===== config.mk =====
export PLATFORM = sky130hd
export DESIGN_NAME = accel_moving_average_orientation
export DESIGN_NICKNAME = d
export VERILOG_FILES = /design/src/rtl/core/amao_pkg.sv /design/src/rtl/core/accel_moving_average_orientation.sv /design/src/rtl/core/amao_lane.sv
export SDC_FILE = /design/constraint.sdc
export NUM_CORES = 1
export LEC_CHECK = 0
export BUFFER_PORTS_ARGS = -buffer_cell sky130_fd_sc_hd__buf_4
export CORE_MARGIN = 2
export CORE_UTILIZATION = 50
export CTS_CLUSTER_DIAMETER = 120
export DETAILED_ROUTE_END_ITERATION = 16
export PLACE_DENSITY_LB_ADDON = 0.12
export REMOVE_ABC_BUFFERS = 1
export SLEW_MARGIN = 20
export SYNTH_ARGS = -nofsm -noshare
export SYNTH_HDL_FRONTEND = slang
export SYNTH_SLANG_ARGS = --single-unit

===== constraint.sdc =====
create_clock -name clk -period 14.4 [get_ports clk]
set_input_delay 1.44 -clock clk [delete_from_list [all_inputs] [get_ports clk]]
set_output_delay 1.44 -clock clk [all_outputs]
set_load 0.03 [all_outputs]

===== src/rtl/core/amao_pkg.sv =====
package amao_pkg;

  // Width of one axis sample and of one average.
  localparam int unsigned AXIS_W = 6;

  // Bit positions inside the raw axis byte and the tilt byte.
  localparam int unsigned FAIL_BIT  = 6;
  localparam int unsigned TAP_BIT   = 5;
  localparam int unsigned SHAKE_BIT = 7;

  // Orientation codes reported in a result.
  typedef enum logic [2:0] {
    ORIENT_UNKNOWN = 3'd0,
    ORIENT_LEFT    = 3'd1,
    ORIENT_RIGHT   = 3'd2,
    ORIENT_DOWN    = 3'd3,
    ORIENT_UP      = 3'd4
  } orient_t;

  // Orientation field of the tilt byte (bits 4:2).
  localparam logic [2:0] TILT_LEFT  = 3'd1;
  localparam logic [2:0] TILT_RIGHT = 3'd2;
  localparam logic [2:0] TILT_DOWN  = 3'd5;
  localparam logic [2:0] TILT_UP    = 3'd6;

  // Per-cycle enables that the top level hands to every axis lane.
  typedef struct packed {
    logic upd;   // a request was accepted: shift the ring, update the sum
    logic ld1;   // load the sign and magnitude stage
    logic ld2;   // load the reciprocal product stage
  } lane_ctl_t;

  // Map the tilt byte to the reported orientation code.
  function automatic orient_t orient_decode(input logic [7:0] tilt);
    orient_t code;
    case (tilt[4:2])
      TILT_LEFT:  code = ORIENT_LEFT;
      TILT_RIGHT: code = ORIENT_RIGHT;
      TILT_DOWN:  code = ORIENT_DOWN;
      TILT_UP:    code = ORIENT_UP;
      default:    code = ORIENT_UNKNOWN;
    endcase
    return code;
  endfunction

endpackage


===== src/rtl/core/accel_moving_average_orientation.sv =====
// Three-axis boxcar moving average with orientation report. Each request on
// the input stream carries one accelerometer sample (three axis bytes and a
// tilt byte); the block takes one request per clock cycle and stalls only
// while its output register is full and not taken. Three axis lanes work
// side by side, each keeping its WINDOW_LEN-deep ring as a circular shift
// line with a running sum, and each dividing by WINDOW_LEN through a
// reciprocal multiply. A result is produced when the ring index wraps or
// when the tilt byte differs from a nonzero previously reported tilt; it
// moves through the magnitude and product stages into the output register.
// Samples that cause no result update the window and produce nothing.
// The rings and sums are cleared directly by reset; no clearing pass.
module accel_moving_average_orientation
  import amao_pkg::*;
#(
  parameter int unsigned WINDOW_LEN = 20
) (
  input  logic        clk,
  input  logic        rst_n,
  // Sample stream
  input  logic        in_tvalid,
  output logic        in_tready,
  // [7:0] x_raw, [15:8] y_raw, [23:16] z_raw, [31:24] tilt_status
  input  logic [31:0] in_tdata,
  // Result stream
  output logic        out_tvalid,
  input  logic        out_tready,
  // [5:0] avg_x, [11:6] avg_y, [17:12] avg_z, [20:18] orientation,
  // [21] tap_seen, [22] shake_seen, [23] zero
  output logic [23:0] out_tdata
);

  localparam int unsigned IDX_W = $clog2(WINDOW_LEN);
  localparam logic [IDX_W-1:0] IDX_LAST = IDX_W'(WINDOW_LEN - 1);

  logic [IDX_W-1:0]        idx_r;
  logic [7:0]              last_tilt_r;
  logic [7:0]              tilt;
  logic                    accept;
  logic                    report;
  logic                    v1_r;
  logic                    v2_r;
  logic                    out_valid_r;
  logic [7:0]              tilt1_r;
  logic [7:0]              tilt2_r;
  logic [23:0]             out_data_r;
  logic                    out_rdy;
  logic                    s2_rdy;
  logic                    s1_rdy;
  logic                    ld3;
  lane_ctl_t               ctl;
  logic signed [AXIS_W-1:0] avg_x;
  logic signed [AXIS_W-1:0] avg_y;
  logic signed [AXIS_W-1:0] avg_z;
  orient_t                 orient;

  // Pipeline flow control: each stage loads when empty or when it drains.
  assign out_rdy   = !out_valid_r || out_tready;
  assign s2_rdy    = !v2_r || out_rdy;
  assign s1_rdy    = !v1_r || s2_rdy;
  assign in_tready = s1_rdy;
  assign accept    = in_tvalid && in_tready;
  assign ld3       = v2_r && out_rdy;

  assign tilt = in_tdata[31:24];

  // Report on index wrap or on a change from a nonzero reported tilt.
  assign report = (idx_r == IDX_LAST) ||
                  ((last_tilt_r != 8'd0) && (last_tilt_r != tilt));

  assign ctl.upd = accept;
  assign ctl.ld1 = accept && report;
  assign ctl.ld2 = v1_r && s2_rdy;

  // Ring index and last reported tilt.
  always_ff @(posedge clk) begin
    if (!rst_n) begin
      idx_r       <= '0;
      last_tilt_r <= '0;
    end else if (accept) begin
      idx_r <= (idx_r == IDX_LAST) ? '0 : idx_r + 1'b1;
      if (report) begin
        last_tilt_r <= tilt;
      end
    end
  end

  // Stage valid bits.
  always_ff @(posedge clk) begin
    if (!rst_n) begin
      v1_r        <= 1'b0;
      v2_r        <= 1'b0;
      out_valid_r <= 1'b0;
    end else begin
      if (s1_rdy) begin
        v1_r <= ctl.ld1;
      end
      if (s2_rdy) begin
        v2_r <= v1_r;
      end
      if (out_rdy) begin
        out_valid_r <= v2_r;
      end
    end
  end

  // Tilt byte travels alongside the lane stages.
  always_ff @(posedge clk) begin
    if (ctl.ld1) begin
      tilt1_r <= tilt;
    end
    if (ctl.ld2) begin
      tilt2_r <= tilt1_r;
    end
  end

  // One lane per axis.
  amao_lane #(.WINDOW_LEN(WINDOW_LEN)) u_lane_x (
    .clk   (clk),
    .rst_n (rst_n),
    .ctl   (ctl),
    .raw   (in_tdata[7:0]),
    .avg   (avg_x)
  );

  amao_lane #(.WINDOW_LEN(WINDOW_LEN)) u_lane_y (
    .clk   (clk),
    .rst_n (rst_n),
    .ctl   (ctl),
    .raw   (in_tdata[15:8]),
    .avg   (avg_y)
  );

  amao_lane #(.WINDOW_LEN(WINDOW_LEN)) u_lane_z (
    .clk   (clk),
    .rst_n (rst_n),
    .ctl   (ctl),
    .raw   (in_tdata[23:16]),
    .avg   (avg_z)
  );

  assign orient = orient_decode(tilt2_r);

  // Merge the lane averages and the tilt fields into the output register.
  always_ff @(posedge clk) begin
    if (ld3) begin
      out_data_r <= {1'b0, tilt2_r[SHAKE_BIT], tilt2_r[TAP_BIT], orient,
                     avg_z, avg_y, avg_x};
    end
  end

  assign out_tvalid = out_valid_r;
  assign out_tdata  = out_data_r;

endmodule


===== src/rtl/core/amao_lane.sv =====
module amao_lane
  import amao_pkg::*;
#(
  parameter int unsigned WINDOW_LEN = 20
) (
  input  logic                     clk,
  input  logic                     rst_n,
  input  lane_ctl_t                ctl,
  input  logic [7:0]               raw,
  output logic signed [AXIS_W-1:0] avg
);

  // Sum spans -32 to 31 times WINDOW_LEN; the divider takes its magnitude.
  localparam int unsigned MAG_W  = $clog2(32 * WINDOW_LEN + 1);
  localparam int unsigned SUM_W  = MAG_W + 1;
  localparam int unsigned DIV_SH = MAG_W + $clog2(WINDOW_LEN);
  localparam int unsigned PROD_W = MAG_W + DIV_SH;
  // Rounded-up reciprocal; exact for every magnitude below 2**MAG_W.
  localparam logic [DIV_SH-1:0] DIV_MUL =
    DIV_SH'((2 ** DIV_SH + WINDOW_LEN - 1) / WINDOW_LEN);

  logic signed [AXIS_W-1:0] ring_r [WINDOW_LEN];
  logic signed [SUM_W-1:0]  sum_r;
  logic signed [SUM_W-1:0]  sum_nxt;
  logic signed [AXIS_W-1:0] tail;
  logic signed [AXIS_W-1:0] sample;
  logic                     fail;
  logic [MAG_W-1:0]         mag_nxt;
  logic [MAG_W-1:0]         mag_r;
  logic                     neg1_r;
  logic [PROD_W-1:0]        prod_r;
  logic                     neg2_r;
  logic [AXIS_W-1:0]        quot;

  // The ring is a circular shift line: the tail is the slot being replaced.
  assign tail   = ring_r[WINDOW_LEN-1];
  assign fail   = raw[FAIL_BIT];
  assign sample = signed'(raw[AXIS_W-1:0]);

  // A failed sample is dropped: the tail re-enters, the sum is left alone.
  always_comb begin
    if (fail) begin
      sum_nxt = sum_r;
    end else begin
      sum_nxt = sum_r - {{(SUM_W-AXIS_W){tail[AXIS_W-1]}}, tail}
                      + {{(SUM_W-AXIS_W){sample[AXIS_W-1]}}, sample};
    end
  end

  // Ring and running sum.
  always_ff @(posedge clk) begin
    if (!rst_n) begin
      for (int i = 0; i < WINDOW_LEN; i++) begin
        ring_r[i] <= '0;
      end
      sum_r <= '0;
    end else if (ctl.upd) begin
      ring_r[0] <= fail ? tail : sample;
      for (int i = 1; i < WINDOW_LEN; i++) begin
        ring_r[i] <= ring_r[i-1];
      end
      sum_r <= sum_nxt;
    end
  end

  // Sign and magnitude of the updated sum.
  assign mag_nxt = sum_nxt[SUM_W-1] ? MAG_W'(-sum_nxt) : MAG_W'(sum_nxt);

  always_ff @(posedge clk) begin
    if (ctl.ld1) begin
      mag_r  <= mag_nxt;
      neg1_r <= sum_nxt[SUM_W-1];
    end
  end

  // Multiply by the reciprocal of the window length.
  always_ff @(posedge clk) begin
    if (ctl.ld2) begin
      prod_r <= PROD_W'(mag_r) * PROD_W'(DIV_MUL);
      neg2_r <= neg1_r;
    end
  end

  // Quotient magnitude is at most 32, so six bits hold the signed result.
  assign quot = prod_r[DIV_SH +: AXIS_W];
  assign avg  = neg2_r ? signed'(-quot) : signed'(quot);

endmodule


==> results of run 1 <==
## metrics by stage
step,instances,instance area [um^2]
after floorplan,2100,26800
after global placement,2865,28200
after detailed placement,2865,28200
after CTS,2962,30000
after global routing,2962,30000
final,2962,30000
## path summary, 6_finish.rpt
| kind | from | end | slack [ps] |
|---|---|---|---|
| worst max-delay path | u_lane_y.mag_r[7] | u_lane_y.prod_r[19] | 9310 |
| worst min-delay path | tilt1_r[7] | tilt2_r[7] | 420 |
| worst max register to register | u_lane_y.mag_r[7] | u_lane_y.prod_r[19] | 9310 |
| worst min register to register | tilt1_r[7] | tilt2_r[7] | 420 |
## final cells by class
class	count	area, um^2
Fill cell	4415	23700
Clock buffer	61	1360
Sequential cell	496	14400
Inverter	306	1150
Clock inverter	36	423
Multi-Input combinational cell	1298	11200
Timing Repair Buffer	69	537
Tap cell	696	871
## kinds of logic (layout without fill, tap and decap cells)
| family | count (synthesis) | count (layout) |
|---|---|---|
| buffers and inverters | 406 | 472 |
| AND/OR/NAND/NOR | 615 | 615 |
| XOR/XNOR | 84 | 84 |
| flip-flops | 496 | 496 |
| AO/OA/AOI/OAI | 218 | 218 |
| multiplexers | 43 | 43 |
| other | 1 | 1 |
| adder cells (fa/ha/maj) | 337 | 337 |
## worst register-to-register path, stage by stage, from the launching register on
cell	delay, ps
edfxtp_1	470
fa_1	560
inv_1	50
fa_1	480
fa_1	510
inv_1	50
fa_1	530
fa_1	440
ha_1	340
and4_1	240
a41oi_1	200
o21ai_1	130
a222oi_1	420
nand2b_1	140
a21oi_1	200
xnor2_1	80
## layout by cell type, fill, tap and decap left out, types with 49 or more instances in the layout
| cell type | n |
|---|---|
| ha_1 | 220 |
| clkbuf_16 | 52 |
| fa_1 | 117 |
| buf_4 | 64 |
| and3_1 | 313 |
| inv_1 | 304 |
| nand2_1 | 68 |
| nor2_1 | 103 |
| dfxtp_1 | 49 |
| xnor2_1 | 56 |
| edfxtp_1 | 447 |
## flip-flops by register name, summed over array words and instances, names as in the netlist, 10 cells and up
| signal | flops |
|---|---|
| u_lane_y.sum_r | 11 |
| u_lane_x.sum_r | 11 |
| u_lane_x.ring_r | 120 |
| u_lane_y.mag_r | 10 |
| u_lane_z.sum_r | 11 |
| u_lane_x.mag_r | 10 |
| u_lane_z.ring_r | 120 |
| out_tdata | 23 |
| u_lane_z.mag_r | 10 |
| u_lane_y.ring_r | 120 |
## routing by layer
metal  vias to the layer above  share of wire, %  GRT usage, %
met5                         -                 0             0
li1                       7752                 -             -
met1                      7646                50          24.2
met2                       154                45          25.7
met3                        65               2.8          2.61
met4                         0               1.9          4.26
==> flow_summary.json, run 1 <==
{
  "clk_latency_ps": 590,
  "syn2layout_area_growth_pct": 10.4,
  "post_synth_xor_area_fraction_pct": 2.71,
  "antenna_found_initial": 0,
  "synth-compound-area-share_pct": 5.50,
  "postCtsHoldBufs": 0,
  "startpoint_type": "register",
  "first_pass_iters": 5,
  "synth_cells": 2200,
  "synth_fa_ha_area_share_pct": 18.8,
  "wl_per_cell_um": 15.3,
  "crit_type": "register to register",
  "synth_common_cells": "edfxtp_1 (447), and3_1 (313), inv_1 (304), ha_1 (220), fa_1 (117)",
  "hp-class": "register to register",
  "cpMostUsedCell": "fa_1",
  "yosys.area_share.simple_pct": 12.7,
  "max_freq_mhz": 197,
  "hpwlAfterDp_um": 29300,
  "yosys_warnings": 0,
  "grt_overflow": 0,
  "clkTransAtPathRegs_ps": 60,
  "worstSetupEndpointType": "register",
  "cts_root_buf": "clkbuf_16",
  "cp_data_required_time_ps": 14750,
  "clock_skew_ps": 25.8,
  "drv_slew": 0,
  "fin_tns_setup_ps": 0,
  "cts_tree": "yes",
  "cap_violations": 0,
  "post-synth-top-count-cell": "edfxtp_1",
  "grt_pass1_wl_um": 76800,
  "final_nets": 2596,
  "min_period_ps": 5090,
  "syn_avg_cell_area_um2": 12.3,
  "yosys-mux-area-fraction_pct": 1.62,
  "cpPeakStageDelay_ps": 560,
  "cts.sinks": 496,
  "finalCritPeriodShare_pct": 35.3,
  "synth.area.top_cells": "edfxtp_1 (49%), ha_1 (10%), fa_1 (8.6%), and3_1 (7.2%), inv_1 (4.2%)",
  "ys_types": 77,
  "grt_max_degree": 149,
  "initial_core_util_pct": 50.5,
  "dieArea_um2": 56200,
  "cts.path.max_buffers": 3,
  "tightest_slew_ps": 1070,
  "die-width_um": 237,
  "track_usage_pct": 16.5,
  "pre_cts_ws_ps": 9290,
  "cp_slowest_cell": "fa_1",
  "crit_cells": 15,
  "synth.top_cell.area_share_pct": 49.5,
  "boundaryPins": 62,
  "ys_ff_latch": 496,
  "synth_top_area_cell": "edfxtp_1",
  "htreeDepth": 2,
  "grt_pass1_vias": 15645,
  "detail_route.iter0.violations": 1083,
  "vias": 15617,
  "core_area_um2": 53700,
  "status": "completed",
  "setup_ws_ps": 9310,
  "cp_data_arrival_time_ps": 5440,
  "crit_fanout": 4,
  "postCtsSetupBuffers": 0,
  "routed_wl_um": 45500,
  "crit_family": "adder cells",
  "synth_top_family_by_area": "adder cells",
  "path_buf_inv": 2,
  "drc": 0,
  "async_flop_share_pct": 0,
  "layout-drive-gt1-share_pct": 7.90,
  "cts_buffers": 52,
  "hold_viol": 0,
  "die_y_um": 237,
  "cp_cell_sequence": "fa_1 > inv_1 > fa_1 > fa_1 > inv_1 > fa_1 > fa_1 > ha_1 > and4_1 > a41oi_1 > o21ai_1 > a222oi_1 > nand2b_1 > a21oi_1 > xnor2_1",
  "synth_edf_count": 447,
  "setup_viol": 0,
  "via_per_inst": 5.27,
  "rsz0062_at_grt": "false",
  "slew_headroom_pct": 28.6,
  "seq_area_frac_synth_pct": 53.1,
  "r2r_cells": 15,
  "fp-row-count": 85,
  "postCtsResizedCells": 0,
  "io_buffers": 57,
  "fin_util_pct": 55.8,
  "whs_path_depth": 0,
  "synth_ff_type": "edfxtp_1",
  "syn_area_um2": 27100,
  "gp_congestion": 0.867,
  "holdWs_ps": 421,
  "ant_nets": 0,
  "diodes": 0
}
Power of run 1 is left out: the tool's default activity adds up to more than one toggle a clock period on the data nets, which glitch-free logic cannot reach.
==> inputs of run 2 (changes only) <==
==> constraint.sdc (replaced) <==
create_clock -name clk -period 4.15 [get_ports clk]
set_input_delay 0.415 -clock clk [delete_from_list [all_inputs] [get_ports clk]]
set_output_delay 0.415 -clock clk [all_outputs]
set_load 0.03 [all_outputs]
==> flow_summary.json, run 2 (synthesis gave the netlist of run 1 again) <==
{
  "final_nets": 2693,
  "max_freq_mhz": 212,
  "drc": 0,
  "hold_start": "in_tdata[31]",
  "cp_data_arrival_time_ps": 5060,
  "min_period_ps": 4710,
  "routed_wl_um": 46500,
  "syn2layout_area_growth_pct": 13.8,
  "r2r_end": "u_lane_y.prod_r[19]",
  "clock_skew_ps": 27.5,
  "first_pass_iters": 5,
  "grt_pass1_vias": 15864,
  "layout-drive-gt1-share_pct": 13.3,
  "initial_core_util_pct": 50.5,
  "slew_headroom_pct": 29.7,
  "grt_pass1_wl_um": 78600,
  "cpPeakStageDelay_ps": 590,
  "final_area_um2": 30900,
  "io_buffers": 57,
  "cts_tree": "yes",
  "cp_slowest_cell": "fa_2",
  "ant_nets": 0,
  "setup_viol": 18,
  "crit_fanout": 3,
  "cts.sinks": 496,
  "via_per_inst": 5.20,
  "worstSetupEndpointType": "register",
  "diodes": 0,
  "clk_latency_ps": 600,
  "critPathLaunch": "u_lane_y.mag_r[8]",
  "dieArea_um2": 56200,
  "crit_type": "register to register",
  "cap_violations": 0,
  "core_area_um2": 53700,
  "r2r_cells": 15,
  "track_usage_pct": 16.9,
  "grt_max_degree": 221,
  "violations": "negative setup slack",
  "htreeDepth": 2,
  "rsz0062_at_grt": "true",
  "grt_overflow": 0,
  "startpoint_type": "register",
  "cp_data_required_time_ps": 4490,
  "die_y_um": 237,
  "setup_ws_ps": -561,
  "antenna_found_initial": 1,
  "detail_route.iter0.violations": 962,
  "place_area_um2": 29000,
  "rrSetupSlack_ps": -560,
  "r2r-start": "u_lane_y.mag_r[8]",
  "cts_buffers": 50,
  "finalCritPeriodShare_pct": 114,
  "die-width_um": 237,
  "top_regs": "u_lane_x.ring_r: 120 flops, u_lane_y.ring_r: 120 flops, u_lane_z.ring_r: 120 flops",
  "hpwlAfterDp_um": 30500,
  "fp-row-count": 85,
  "hold_viol": 0,
  "cts_root_buf": "clkbuf_16",
  "cts.path.max_buffers": 3,
  "gp_congestion": 0.862,
  "tightest_slew_ps": 1050,
  "status": "finished, violations left",
  "vias": 15886,
  "whs_path_depth": 1,
  "final_cell_mix": "edfxtp_1 (447), and3_1 (313), inv_1 (292), ha_1 (214), buf_4 (154)",
  "drv_slew": 0,
  "hp-class": "input port to register",
  "hold_end": "tilt1_r[7]",
  "cpMostUsedCell": "fa_1",
  "layout_commonest_cell": "edfxtp_1",
  "boundaryPins": 62,
  "wl_per_cell_um": 15.2,
  "cp_cell_sequence": "fa_2 > inv_2 > fa_2 > fa_1 > inv_1 > fa_1 > fa_1 > ha_4 > and4_4 > a41oi_2 > o21ai_2 > a222oi_1 > nand2b_1 > a21oi_2 > xnor2_1",
  "clkTransAtPathRegs_ps": 60
}
[run 2: changes by cell type in the layout (fill, tap and decap cells not counted), sizes merged]
cell,change
inv,-2
buf,+98
dlygate4sd3,+1
clkbuf,+3
clkinvlp,-3
bufinv,-3
[run 2: cell type report]
| cell class | count | area [um^2] |
|---|---|---|
| Clock inverter | 28 | 289 |
| Clock buffer | 64 | 1340 |
| Sequential cell | 496 | 14400 |
| Timing Repair Buffer | 168 | 1370 |
| Tap cell | 696 | 871 |
| Fill cell | 4444 | 22800 |
| Multi-Input combinational cell | 1298 | 11500 |
| Inverter | 306 | 1150 |
[run 2: stage by stage]
stage	setup WS (ps)	instances	hold WS, ps	utilization [%]	setup TNS, ps
3_5_place_dp	-876	2957	405	53.9	-11280
4_1_cts	-588	3052	7.32	57.2	-7850
6_report	-561	3056	48.2	57.5	-7190
3_3_place_gp	-785	2957	403	53.9	-10180
2_1_floorplan	-6440	2100	400	-	-2855600
5_1_grt	-787	3056	16.0	57.5	-10270
[run 2: worst max-delay path by stage]
stage	slack [ps]	endpoint	cells past startpoint
6_report	-560	u_lane_y.prod_r[19]	15
3_3_place_gp	-790	u_lane_x.prod_r[20]	16
4_1_cts	-590	u_lane_x.prod_r[20]	16
2_1_floorplan	-6440	u_lane_x.ring_r[0][0]	4
3_5_place_dp	-880	u_lane_y.prod_r[19]	15
5_1_grt	-790	u_lane_y.prod_r[19]	15
[run 2: critical path: cells and delay by family, from the launching register on]
| family | cells | cell delay [ps] |
|---|---|---|
| flops | 1 | 430 |
| compound gates | 4 | 790 |
| simple gates | 2 | 320 |
| xor+xnor | 1 | 80 |
| fa+ha+maj | 6 | 2710 |
| buf+inv | 2 | 120 |
[run 2: layer usage]
| metal | part of all wire [%] | wire length, um | up-vias | GRT usage, % |
|---|---|---|---|---|
| li1 | - | - | 7948 | - |
| met1 | 49 | 22700 | 7702 | 24.5 |
| met2 | 46 | 21600 | 176 | 26.9 |
| met3 | 3.1 | 1440 | 58 | 2.75 |
| met4 | 1.7 | 797 | 2 | 3.87 |
| met5 | 0.032 | 15 | - | 0 |
[run 2: repair_timing]
| action | in CTS | in global routing |
|---|---|---|
| endpoints found under the setup margin | 18 | 18 |
| endpoints found under the hold margin | 1 | 0 |
| hold buffers | 1 | 0 |
| resized for setup | 26 | 38 |
| pin swaps | 42 | 22 |
| buffers inserted | 2 | 5 |
| gates cloned | 0 | 0 |
Power of run 2 is left out for the same reason.
==> inputs of run 3 (changes only) <==
==> constraint.sdc (replaced) <==
create_clock -name clk -period 4.2 [get_ports clk]
set_input_delay 0.42 -clock clk [delete_from_list [all_inputs] [get_ports clk]]
set_output_delay 0.42 -clock clk [all_outputs]
set_load 0.03 [all_outputs]
==> flow_summary.json, run 3 (synthesis gave the netlist of run 1 again) <==
{
  "grt_overflow": 0,
  "placedCellCount": 2950,
  "detail_route.iter0.violations": 986,
  "cp_slowest_cell": "fa_2",
  "track_usage_pct": 16.8,
  "htreeDepth": 2,
  "cts_tree": "yes",
  "drv_slew": 0,
  "crit_fanout": 3,
  "cp_data_arrival_time_ps": 5060,
  "cts_root_buf": "clkbuf_16",
  "stdcell_count": 3059,
  "clkTransAtPathRegs_ps": 60,
  "setup_ws_ps": -540,
  "cap_violations": 0,
  "vias": 15961,
  "drc": 0,
  "holdWs_ps": 34.5,
  "syn2layout_area_growth_pct": 14.3,
  "antenna_found_initial": 2,
  "slew_headroom_pct": 29.7,
  "setup_viol": 18,
  "finalCritPeriodShare_pct": 113,
  "layout-drive-gt1-share_pct": 13.1,
  "cts_buffers": 53,
  "worstSetupEndpointType": "register",
  "layout_commonest_cell": "edfxtp_1",
  "core_area_um2": 53700,
  "status": "finished, violations left",
  "first_pass_iters": 5,
  "cp_cell_sequence": "fa_2 > inv_2 > fa_1 > fa_1 > inv_1 > fa_1 > fa_1 > ha_4 > and4_4 > a41oi_2 > o21ai_2 > a222oi_1 > buf_4 > buf_6 > a21oi_2 > xnor2_1",
  "routed_wl_um": 46600,
  "die-width_um": 237,
  "clk_latency_ps": 600,
  "cpPeakStageDelay_ps": 600,
  "dieArea_um2": 56200,
  "tightest_slew_ps": 1050,
  "fp-row-count": 85,
  "io_buffers": 57,
  "final_cell_mix": "edfxtp_1 (447), and3_1 (313), inv_1 (296), ha_1 (214), buf_4 (151)",
  "n_fill_cell": 4372,
  "min_period_ps": 4740,
  "cts.sinks": 496,
  "grt_pass1_vias": 15995,
  "die_y_um": 237,
  "path_buf_inv": 4,
  "top_regs": "u_lane_x.ring_r: 120 flops, u_lane_y.ring_r: 120 flops, u_lane_z.ring_r: 120 flops",
  "clock_skew_ps": 27.1,
  "max_freq_mhz": 211,
  "crit_family": "adder cells",
  "boundaryPins": 62,
  "hpwlAfterDp_um": 30000,
  "cts.path.max_buffers": 3,
  "grt_max_degree": 223,
  "cpMostUsedCell": "fa_1",
  "grt_pass1_wl_um": 78600,
  "startpoint_type": "register",
  "wl_per_cell_um": 15.2,
  "rsz0062_at_grt": "true",
  "initial_core_util_pct": 50.5,
  "hold_viol": 0,
  "crit_type": "register to register",
  "gp_congestion": 0.862,
  "hp-class": "input port to register",
  "via_per_inst": 5.22,
  "violations": "negative setup slack",
  "ant_nets": 0,
  "cp_data_required_time_ps": 4520,
  "final_nets": 2691
}
## run 3: cell types whose count changed in the layout (fill, tap and decap cells not counted), moves of 3 or more
cell / change
bufinv_16: +6
clkbuf_1: -6
inv_6: +3
buf_4: -3
clkinv_1: +7
inv_2: -4
clkinv_2: -3
inv_1: +4
## run 3: final cells by class
class                           instances  area, um^2  area share, %
Sequential cell                       496       14400           46.4
Multi-Input combinational cell       1298       11400           36.9
Clock buffer                           59        1350           4.35
Timing Repair Buffer                  163        1320           4.26
Inverter                              306        1150           3.70
Tap cell                              696         871           2.81
Clock inverter                         39         480           1.55
Antenna cell                            2        5.00         0.0161
## run 3: stage by stage
step | util (%) | worst slack (ps) | instance area (um^2) | TNS, ps
floorplan | - | -6390 | 26800 | -2816950
CTS | 57.5 | -572 | 30900 | -7740
global placement | 53.8 | -737 | 28900 | -9260
global route | 57.7 | -651 | 31000 | -9380
detailed placement | 53.8 | -890 | 28900 | -11340
finish | 57.7 | -540 | 31000 | -6440
## run 3: final timing paths
| kind | endpoint | cells after the start | slack, ps | startpoint |
|---|---|---|---|---|
| setup / recovery | u_lane_y.prod_r[20] | 16 | -540 | u_lane_y.mag_r[8] |
| hold / removal | tilt1_r[3] | 1 | 30 | in_tdata[27] |
| setup reg to reg | u_lane_y.prod_r[20] | 16 | -540 | u_lane_y.mag_r[8] |
| hold reg to reg | tilt2_r[3] | 0 | 430 | tilt1_r[3] |
## run 3: repair_timing
item / CTS / global route
pin swaps: 46 / 15
hold endpoints to repair: 1 / 0
hold buffers: 1 / 0
endpoints found under the setup margin: 18 / 18
resized for setup: 31 / 26
cloned: 0 / 0
buffers inserted: 6 / 3
## run 3: metal layers
layer	part of all wire (%)	GRT usage, %	routed length, um
met3	2.8	2.59	1300
met2	46	26.4	21500
met1	49	24.4	23000
met4	1.7	4.53	778
met5	0	0	0
Power of run 3 is left out for the same reason.
